### src/rtl/core/sha_pkg.sv
`default_nettype none
// ----------------------------------------------------------------------------
// sha_pkg
// Shared types, constants and helpers of the SHA-256 hash engine.
// ----------------------------------------------------------------------------
package sha_pkg;

    typedef logic [31:0] word_t;

    // Eight 32-bit words: working variables a..h or chaining value H0..H7.
    typedef word_t hash_vars_t [8];

    // Control of the message schedule window for one cycle.
    typedef struct packed {
        logic load;  // shift in a message word
        logic step;  // shift in the next expanded schedule word
    } sched_ctrl_t;

    localparam int unsigned ROUNDS    = 64;
    localparam int unsigned WIN_DEPTH = 16;

    localparam logic [7:0] PAD_BYTE = 8'h80;
    localparam word_t      PAD_WORD = {PAD_BYTE, 24'h000000};

    localparam word_t ROUND_K [ROUNDS] = '{
        32'h428a2f98, 32'h71374491, 32'hb5c0fbcf, 32'he9b5dba5,
        32'h3956c25b, 32'h59f111f1, 32'h923f82a4, 32'hab1c5ed5,
        32'hd807aa98, 32'h12835b01, 32'h243185be, 32'h550c7dc3,
        32'h72be5d74, 32'h80deb1fe, 32'h9bdc06a7, 32'hc19bf174,
        32'he49b69c1, 32'hefbe4786, 32'h0fc19dc6, 32'h240ca1cc,
        32'h2de92c6f, 32'h4a7484aa, 32'h5cb0a9dc, 32'h76f988da,
        32'h983e5152, 32'ha831c66d, 32'hb00327c8, 32'hbf597fc7,
        32'hc6e00bf3, 32'hd5a79147, 32'h06ca6351, 32'h14292967,
        32'h27b70a85, 32'h2e1b2138, 32'h4d2c6dfc, 32'h53380d13,
        32'h650a7354, 32'h766a0abb, 32'h81c2c92e, 32'h92722c85,
        32'ha2bfe8a1, 32'ha81a664b, 32'hc24b8b70, 32'hc76c51a3,
        32'hd192e819, 32'hd6990624, 32'hf40e3585, 32'h106aa070,
        32'h19a4c116, 32'h1e376c08, 32'h2748774c, 32'h34b0bcb5,
        32'h391c0cb3, 32'h4ed8aa4a, 32'h5b9cca4f, 32'h682e6ff3,
        32'h748f82ee, 32'h78a5636f, 32'h84c87814, 32'h8cc70208,
        32'h90befffa, 32'ha4506ceb, 32'hbef9a3f7, 32'hc67178f2
    };

    localparam hash_vars_t INIT_H = '{
        32'h6a09e667, 32'hbb67ae85, 32'h3c6ef372, 32'ha54ff53a,
        32'h510e527f, 32'h9b05688c, 32'h1f83d9ab, 32'h5be0cd19
    };

    function automatic word_t rotr(input word_t x, input int unsigned n);
        rotr = (x >> n) | (x << (32 - n));
    endfunction

endpackage
`default_nettype wire

### src/rtl/core/sha_sched.sv
`default_nettype none
// ----------------------------------------------------------------------------
// sha_sched
// Sixteen-word message schedule window, built as a shift line.
// Message words shift in during block load; during the rounds the next
// schedule word is expanded from fixed taps and shifted in.
// ----------------------------------------------------------------------------
module sha_sched
    import sha_pkg::*;
(
    input  wire logic        clk,
    input  wire sched_ctrl_t ctrl,
    input  wire word_t       load_word,
    output word_t            w_cur
);

    word_t win_reg [WIN_DEPTH];
    word_t expand_next;
    word_t shift_in;

    function automatic word_t small_sigma0(input word_t x);
        small_sigma0 = rotr(x, 7) ^ rotr(x, 18) ^ (x >> 3);
    endfunction

    function automatic word_t small_sigma1(input word_t x);
        small_sigma1 = rotr(x, 17) ^ rotr(x, 19) ^ (x >> 10);
    endfunction

    // Entry 0 holds W[t]; W[t+16] follows from W[t+14], W[t+9], W[t+1], W[t].
    always_comb
    begin
        expand_next = small_sigma1(win_reg[14]) + win_reg[9]
                      + small_sigma0(win_reg[1]) + win_reg[0];
        shift_in    = ctrl.load ? load_word : expand_next;
    end

    always_ff @(posedge clk)
    begin
        if (ctrl.load || ctrl.step)
        begin
            for (int i = 0; i < WIN_DEPTH - 1; i++)
            begin
                win_reg[i] <= win_reg[i + 1];
            end
            win_reg[WIN_DEPTH - 1] <= shift_in;
        end
    end

    assign w_cur = win_reg[0];

endmodule
`default_nettype wire

### src/rtl/core/sha_round.sv
`default_nettype none
// ----------------------------------------------------------------------------
// sha_round
// One SHA-256 compression round, shared by all 64 rounds of a block.
// ----------------------------------------------------------------------------
module sha_round
    import sha_pkg::*;
(
    input  wire hash_vars_t vars,
    input  wire word_t      k,
    input  wire word_t      w,
    output hash_vars_t      vars_out
);

    word_t t1;
    word_t t2;

    function automatic word_t big_sigma0(input word_t x);
        big_sigma0 = rotr(x, 2) ^ rotr(x, 13) ^ rotr(x, 22);
    endfunction

    function automatic word_t big_sigma1(input word_t x);
        big_sigma1 = rotr(x, 6) ^ rotr(x, 11) ^ rotr(x, 25);
    endfunction

    always_comb
    begin
        t1 = vars[7] + big_sigma1(vars[4]) + ((vars[4] & vars[5]) ^ (~vars[4] & vars[6]))
             + k + w;
        t2 = big_sigma0(vars[0])
             + ((vars[0] & vars[1]) ^ (vars[0] & vars[2]) ^ (vars[1] & vars[2]));
        vars_out[0] = t1 + t2;
        vars_out[1] = vars[0];
        vars_out[2] = vars[1];
        vars_out[3] = vars[2];
        vars_out[4] = vars[3] + t1;
        vars_out[5] = vars[4];
        vars_out[6] = vars[5];
        vars_out[7] = vars[6];
    end

endmodule
`default_nettype wire

### src/rtl/core/sha256_hash_engine.sv
`default_nettype none
// ----------------------------------------------------------------------------
// sha256_hash_engine
// Streaming SHA-256 over big-endian 32-bit message words.
// ----------------------------------------------------------------------------
// A transaction is accepted on a rising edge with start high and busy low:
// message_word, word_bytes and is_last are taken then. A word that is not the
// last is taken without raising busy, except the sixteenth word of a block,
// which starts a compression: 64 rounds of the single shared round unit, one
// per cycle, then a fold of the result into the chaining value, all while busy
// stays high. The last word triggers padding: the pad, zero and length words
// shift into the schedule window one per cycle, with one or two compressions
// as needed, then the eight digest words come out on consecutive cycles, each
// marked by result_valid for one cycle with word_index 0..7 and last_word on
// index 7. The receiver cannot stall the results. After the digest the engine
// is ready for a new message. Reset loads the initial hash value and clears
// the bit count and word position; no clearing pass is needed.
// ----------------------------------------------------------------------------
module sha256_hash_engine
    import sha_pkg::*;
(
    input  wire logic        clk,
    input  wire logic        rst_n,
    input  wire logic        start,
    output logic             busy,
    input  wire logic [31:0] message_word,
    input  wire logic [2:0]  word_bytes,
    input  wire logic        is_last,
    output logic             result_valid,
    output logic [31:0]      digest_word,
    output logic [2:0]       word_index,
    output logic             last_word
);

    typedef enum logic [2:0] {
        ST_IDLE,
        ST_PUSH,
        ST_COMPRESS,
        ST_FINISH,
        ST_OUTPUT
    } state_t;

    typedef enum logic [2:0] {
        PH_PAD,
        PH_ZERO,
        PH_LEN_HI,
        PH_LEN_LO,
        PH_DONE
    } phase_t;

    state_t      state_reg, state_next;
    phase_t      phase_reg, phase_next;
    hash_vars_t  chain_reg, chain_next;
    hash_vars_t  work_reg, work_next;
    logic [63:0] bit_count_reg, bit_count_next;
    logic [3:0]  pos_reg, pos_next;
    logic [5:0]  round_reg, round_next;
    logic [2:0]  out_idx_reg, out_idx_next;
    logic        finishing_reg, finishing_next;
    logic        result_valid_reg, result_valid_next;
    word_t       digest_word_reg, digest_word_next;
    logic [2:0]  word_index_reg, word_index_next;
    logic        last_word_reg, last_word_next;

    sched_ctrl_t sched_ctrl;
    word_t       load_word;
    word_t       w_cur;
    hash_vars_t  round_out;
    logic [2:0]  nbytes;
    phase_t      after_fill;

    sha_sched u_sched (
        .clk       (clk),
        .ctrl      (sched_ctrl),
        .load_word (load_word),
        .w_cur     (w_cur)
    );

    sha_round u_round (
        .vars     (work_reg),
        .k        (ROUND_K[round_reg]),
        .w        (w_cur),
        .vars_out (round_out)
    );

    always_comb
    begin
        state_next        = state_reg;
        phase_next        = phase_reg;
        chain_next        = chain_reg;
        work_next         = work_reg;
        bit_count_next    = bit_count_reg;
        pos_next          = pos_reg;
        round_next        = round_reg;
        out_idx_next      = out_idx_reg;
        finishing_next    = finishing_reg;
        result_valid_next = 1'b0;
        digest_word_next  = digest_word_reg;
        word_index_next   = word_index_reg;
        last_word_next    = last_word_reg;
        sched_ctrl        = '0;
        load_word         = '0;
        nbytes            = (word_bytes > 3'd4) ? 3'd4 : word_bytes;
        // After a pad or zero word, either more zeros or the length follows.
        after_fill        = (pos_reg == 4'd13) ? PH_LEN_HI : PH_ZERO;

        case (state_reg)
            ST_IDLE:
            begin
                if (start)
                begin
                    sched_ctrl.load = 1'b1;
                    pos_next        = pos_reg + 4'd1;
                    if (!is_last)
                    begin
                        load_word      = message_word;
                        bit_count_next = bit_count_reg + 64'd32;
                    end
                    else
                    begin
                        finishing_next = 1'b1;
                        bit_count_next = bit_count_reg + 64'({nbytes, 3'b000});
                        phase_next     = after_fill;
                        case (nbytes)
                            3'd0:    load_word = PAD_WORD;
                            3'd1:    load_word = {message_word[31:24], PAD_BYTE, 16'h0000};
                            3'd2:    load_word = {message_word[31:16], PAD_BYTE, 8'h00};
                            3'd3:    load_word = {message_word[31:8], PAD_BYTE};
                            default:
                            begin
                                load_word  = message_word;
                                phase_next = PH_PAD;
                            end
                        endcase
                    end
                    if (pos_reg == 4'd15)
                    begin
                        state_next = ST_COMPRESS;
                        work_next  = chain_reg;
                        round_next = '0;
                    end
                    else if (is_last)
                    begin
                        state_next = ST_PUSH;
                    end
                end
            end

            ST_PUSH:
            begin
                sched_ctrl.load = 1'b1;
                pos_next        = pos_reg + 4'd1;
                case (phase_reg)
                    PH_PAD:
                    begin
                        load_word  = PAD_WORD;
                        phase_next = after_fill;
                    end
                    PH_ZERO:
                    begin
                        load_word  = '0;
                        phase_next = after_fill;
                    end
                    PH_LEN_HI:
                    begin
                        load_word  = bit_count_reg[63:32];
                        phase_next = PH_LEN_LO;
                    end
                    PH_LEN_LO:
                    begin
                        load_word  = bit_count_reg[31:0];
                        phase_next = PH_DONE;
                    end
                    default:
                    begin
                        sched_ctrl.load = 1'b0;
                        pos_next        = pos_reg;
                    end
                endcase
                if (pos_reg == 4'd15)
                begin
                    state_next = ST_COMPRESS;
                    work_next  = chain_reg;
                    round_next = '0;
                end
            end

            ST_COMPRESS:
            begin
                sched_ctrl.step = 1'b1;
                work_next       = round_out;
                round_next      = round_reg + 6'd1;
                if (round_reg == 6'(ROUNDS - 1))
                begin
                    state_next = ST_FINISH;
                end
            end

            ST_FINISH:
            begin
                for (int i = 0; i < 8; i++)
                begin
                    chain_next[i] = chain_reg[i] + work_reg[i];
                end
                if (!finishing_reg)
                begin
                    state_next = ST_IDLE;
                end
                else if (phase_reg == PH_DONE)
                begin
                    state_next   = ST_OUTPUT;
                    out_idx_next = '0;
                end
                else
                begin
                    state_next = ST_PUSH;
                end
            end

            ST_OUTPUT:
            begin
                result_valid_next = 1'b1;
                digest_word_next  = chain_reg[out_idx_reg];
                word_index_next   = out_idx_reg;
                last_word_next    = (out_idx_reg == 3'd7);
                out_idx_next      = out_idx_reg + 3'd1;
                if (out_idx_reg == 3'd7)
                begin
                    state_next     = ST_IDLE;
                    chain_next     = INIT_H;
                    bit_count_next = '0;
                    pos_next       = '0;
                    finishing_next = 1'b0;
                end
            end

            default:
            begin
                state_next = ST_IDLE;
            end
        endcase
    end

    always_ff @(posedge clk or negedge rst_n)
    begin
        if (!rst_n)
        begin
            state_reg        <= ST_IDLE;
            phase_reg        <= PH_PAD;
            chain_reg        <= INIT_H;
            work_reg         <= '{default: '0};
            bit_count_reg    <= '0;
            pos_reg          <= '0;
            round_reg        <= '0;
            out_idx_reg      <= '0;
            finishing_reg    <= 1'b0;
            result_valid_reg <= 1'b0;
            digest_word_reg  <= '0;
            word_index_reg   <= '0;
            last_word_reg    <= 1'b0;
        end
        else
        begin
            state_reg        <= state_next;
            phase_reg        <= phase_next;
            chain_reg        <= chain_next;
            work_reg         <= work_next;
            bit_count_reg    <= bit_count_next;
            pos_reg          <= pos_next;
            round_reg        <= round_next;
            out_idx_reg      <= out_idx_next;
            finishing_reg    <= finishing_next;
            result_valid_reg <= result_valid_next;
            digest_word_reg  <= digest_word_next;
            word_index_reg   <= word_index_next;
            last_word_reg    <= last_word_next;
        end
    end

    assign busy         = (state_reg != ST_IDLE);
    assign result_valid = result_valid_reg;
    assign digest_word  = digest_word_reg;
    assign word_index   = word_index_reg;
    assign last_word    = last_word_reg;

endmodule
`default_nettype wire

### config.mk
export PLATFORM = sky130hd
export DESIGN_NAME = sha256_hash_engine
export DESIGN_NICKNAME = d
export VERILOG_FILES = /design/src/rtl/core/sha_pkg.sv /design/src/rtl/core/sha_sched.sv /design/src/rtl/core/sha_round.sv /design/src/rtl/core/sha256_hash_engine.sv
export SDC_FILE = /design/constraint.sdc
export NUM_CORES = 2
export LEC_CHECK = 0
export BUFFER_PORTS_ARGS = -buffer_cell sky130_fd_sc_hd__clkbuf_2
export CORE_MARGIN = 2
export CORE_UTILIZATION = 45
export DETAILED_ROUTE_END_ITERATION = 16
export PLACE_DENSITY_LB_ADDON = 0.08
export SLEW_MARGIN = 25
export SYNTH_ARGS = -nofsm -noshare
export SYNTH_HDL_FRONTEND = slang
export SYNTH_SLANG_ARGS = --single-unit
### constraint.sdc
create_clock -name clk -period 16.9 [get_ports clk]
set_input_delay 0 -clock clk [delete_from_list [all_inputs] [get_ports clk]]
set_output_delay 0 -clock clk [all_outputs]
set_load 0.1 [all_outputs]
==> results.toml <==
[routing]
routed_wl_um = 246000
vias = 54300
final_antenna_net_count = 0
wl_per_cell_um = 27.1
routed_via_density = 5.99
drt_iter0_markers = 5252
drtPass1Iterations = 6
drc = 0

[synth]
yosysSeqAreaShare = 0.441
yosysWarnings = 0
syn_nets = 7496
ys_top_cells_by_area = "edfxtp_1 22%, dfrtp_1 17%, ha_1 7.1%"
synth_commonest_cells = "819 x nand2_1, 512 x edfxtp_1, 494 x dfrtp_1, 451 x a21oi_1, 429 x o21ai_0"
avgSynthCellArea_um2 = 10.3
synth_edf_count = 512
postSynthCellCount = 6857
synth_cell_types = 86
syn_area_um2 = 71000
synth_ff_type = "edfxtp_1"
synth.top_cell.area_share = 0.217
yosysTopAreaCell = "edfxtp_1"
yosys_register_bits = 1142
synth.most_common_cell = "nand2_1"
asyncSetResetFlopFracSynth = 0.552

[grt]
antenna_found_initial = 11
globalRouteTotalUtil = 0.302
overflow = 0
grt_pass1_vias = 52100
grt_pass1_wl_um = 361000
grt_max_degree = 149

[final_layout]
nets = 7522
area_delta_synth_final_pct = 11.1
drive_gt1_frac = 0.0940
largest_reg_flops = 512

[critical_path]
r2r_cells = 32
worst_setup_path_start_kind = "register"
cp_max_fo = 17
cp_data_required_time_ns = 17.57
slowest_delay_ns = 0.88
critPathKind = "register to register"
critPathBufInv = 2
cp_num_cells = 32
worstSetupEndpointType = "register"
cp.arrival_ns = 10.18
crit_family = "compound AO/OA/AOI/OAI gates"
slowest_stage = "ha_1"

[timing]
setup_viol = 0
clock.fmax_ghz = 0.105
fin_crit_sh = 0.563
drv_slew = 0
max_slew_margin = 0.200
period_needed_ns = 9.51
rsz0062_at_grt = "no"
worst_pin_slew_ns = 1.19
setup_tns_ns = 0
clock-skew-final_ns = 0.0461
hold_viol_final = 0

[floorplan]
die_h_um = 401
io_pins = 77
die-area_um2 = 161000
rows = 145
initial_core_util = 0.454
die_x_um = 401
fp.coreArea_um2 = 156000

[place]
portBuffers = 76
dp_hpwl_um = 182000
gp_congestion = 0.954

[outcome]
status = "completed"

[min_path]
min_path_cells = 4
worstHoldPathType = "primary input to register"

[clock_tree]
ctsResizeCount = 0
htreeDepth = 4
cts_root_buf = "clkbuf_16"
clk_path_buf_depth = 3
clk_pin_slew_worst_paths_ns = 0.06
clk_latency_ns = 0.80
cts.sinks = 1142
cts_tree = "yes"
cts-buffers-inserted = 136

[run]
cap_viol_max_count = 0
[final timing paths]
check	startpoint	end	slack, ns
min	message_word[30]	u_sched.win_reg[15][30]	0.07
max reg2reg	round_reg[1]	work_reg[253]	7.39
min reg2reg	u_sched.win_reg[4][29]	u_sched.win_reg[3][29]	0.40
max	round_reg[1]	work_reg[253]	7.39
min in group asynchronous	rst_n	chain_reg[207]	0.43
max in group asynchronous	rst_n	round_reg[2]	13.33
[worst reg2reg max path: cells and delay by family (launching register included)]
kind,cells,cell delay (ns)
simple gates,9,1.32
flops,1,0.79
compound gates,14,3.43
fa+ha+maj,6,2.94
buf+inv,2,0.64
xor+xnor,1,0.29
[what timing repair did]
item,CTS,global route
setup buffers,0,0
hold buffers,68,0
endpoints found under the setup margin,0,0
hold endpoints to repair,259,0
[metrics by stage]
step	util	std cells	setup WS [ns]	cell area, um2	hold WS, ns
after floorplan	-	6857	3.71	71000	-0.296
after global placement	0.469	8734	7.54	73400	0.0128
after detailed placement	0.469	8734	7.57	73400	0.0141
after CTS	0.504	9054	7.51	78800	0.000599
after global routing	0.504	9055	6.83	78900	0.0534
final	0.504	9058	7.39	78900	0.0710
[area by class of cell]
class,count,area (um2)
repair buffers,224,1750
well taps,2058,2570
diodes,3,7.51
flip-flops and latches,1142,31300
clock inverters,79,1010
inverters,326,1220
fillers,14300,77500
clock buffers,173,3710
multi-input cells,5053,37300
[logic make-up (layout without fill, tap and decap cells)]
| logic type | after synthesis | count (layout) | synth area share |
|---|---|---|---|
| buffers and inverters | 662 | 802 | 0.0351 |
| adder cells (fa/ha/maj) | 622 | 622 | 0.130 |
| AND/OR/NAND/NOR | 1753 | 1753 | 0.109 |
| AO/OA/AOI/OAI | 1915 | 1915 | 0.176 |
| flip-flops | 1142 | 1142 | 0.441 |
| other | 0 | 3 | 0 |
| XOR/XNOR | 611 | 611 | 0.0758 |
| multiplexers | 152 | 152 | 0.0335 |
[routing by layer]
metal | routed length [um] | track usage | share of wire | vias to the layer above
met2 | 116000 | 0.489 | 0.47 | 1772
li1 | - | - | - | 24800
met5 | 67 | 0 | 0.00027 | -
met3 | 13900 | 0.0451 | 0.056 | 378
met4 | 9310 | 0.106 | 0.038 | 10
met1 | 107000 | 0.412 | 0.43 | 27300
[cells in the final DEF, fill, tap and decap left out, drive strengths merged, types with 136 or more instances in the layout]
cell	n
nor2	404
clkbuf	248
o21ai	432
ha	404
xnor2	401
a22oi	281
inv	330
fa	196
a21o	188
xor2	208
nand2	819
a21oi	452
dfstp	136
dfrtp	494
edfxtp	512
Power is left out: the tool's default activity adds up to more than one toggle a clock period on the data nets, which glitch-free logic cannot reach.
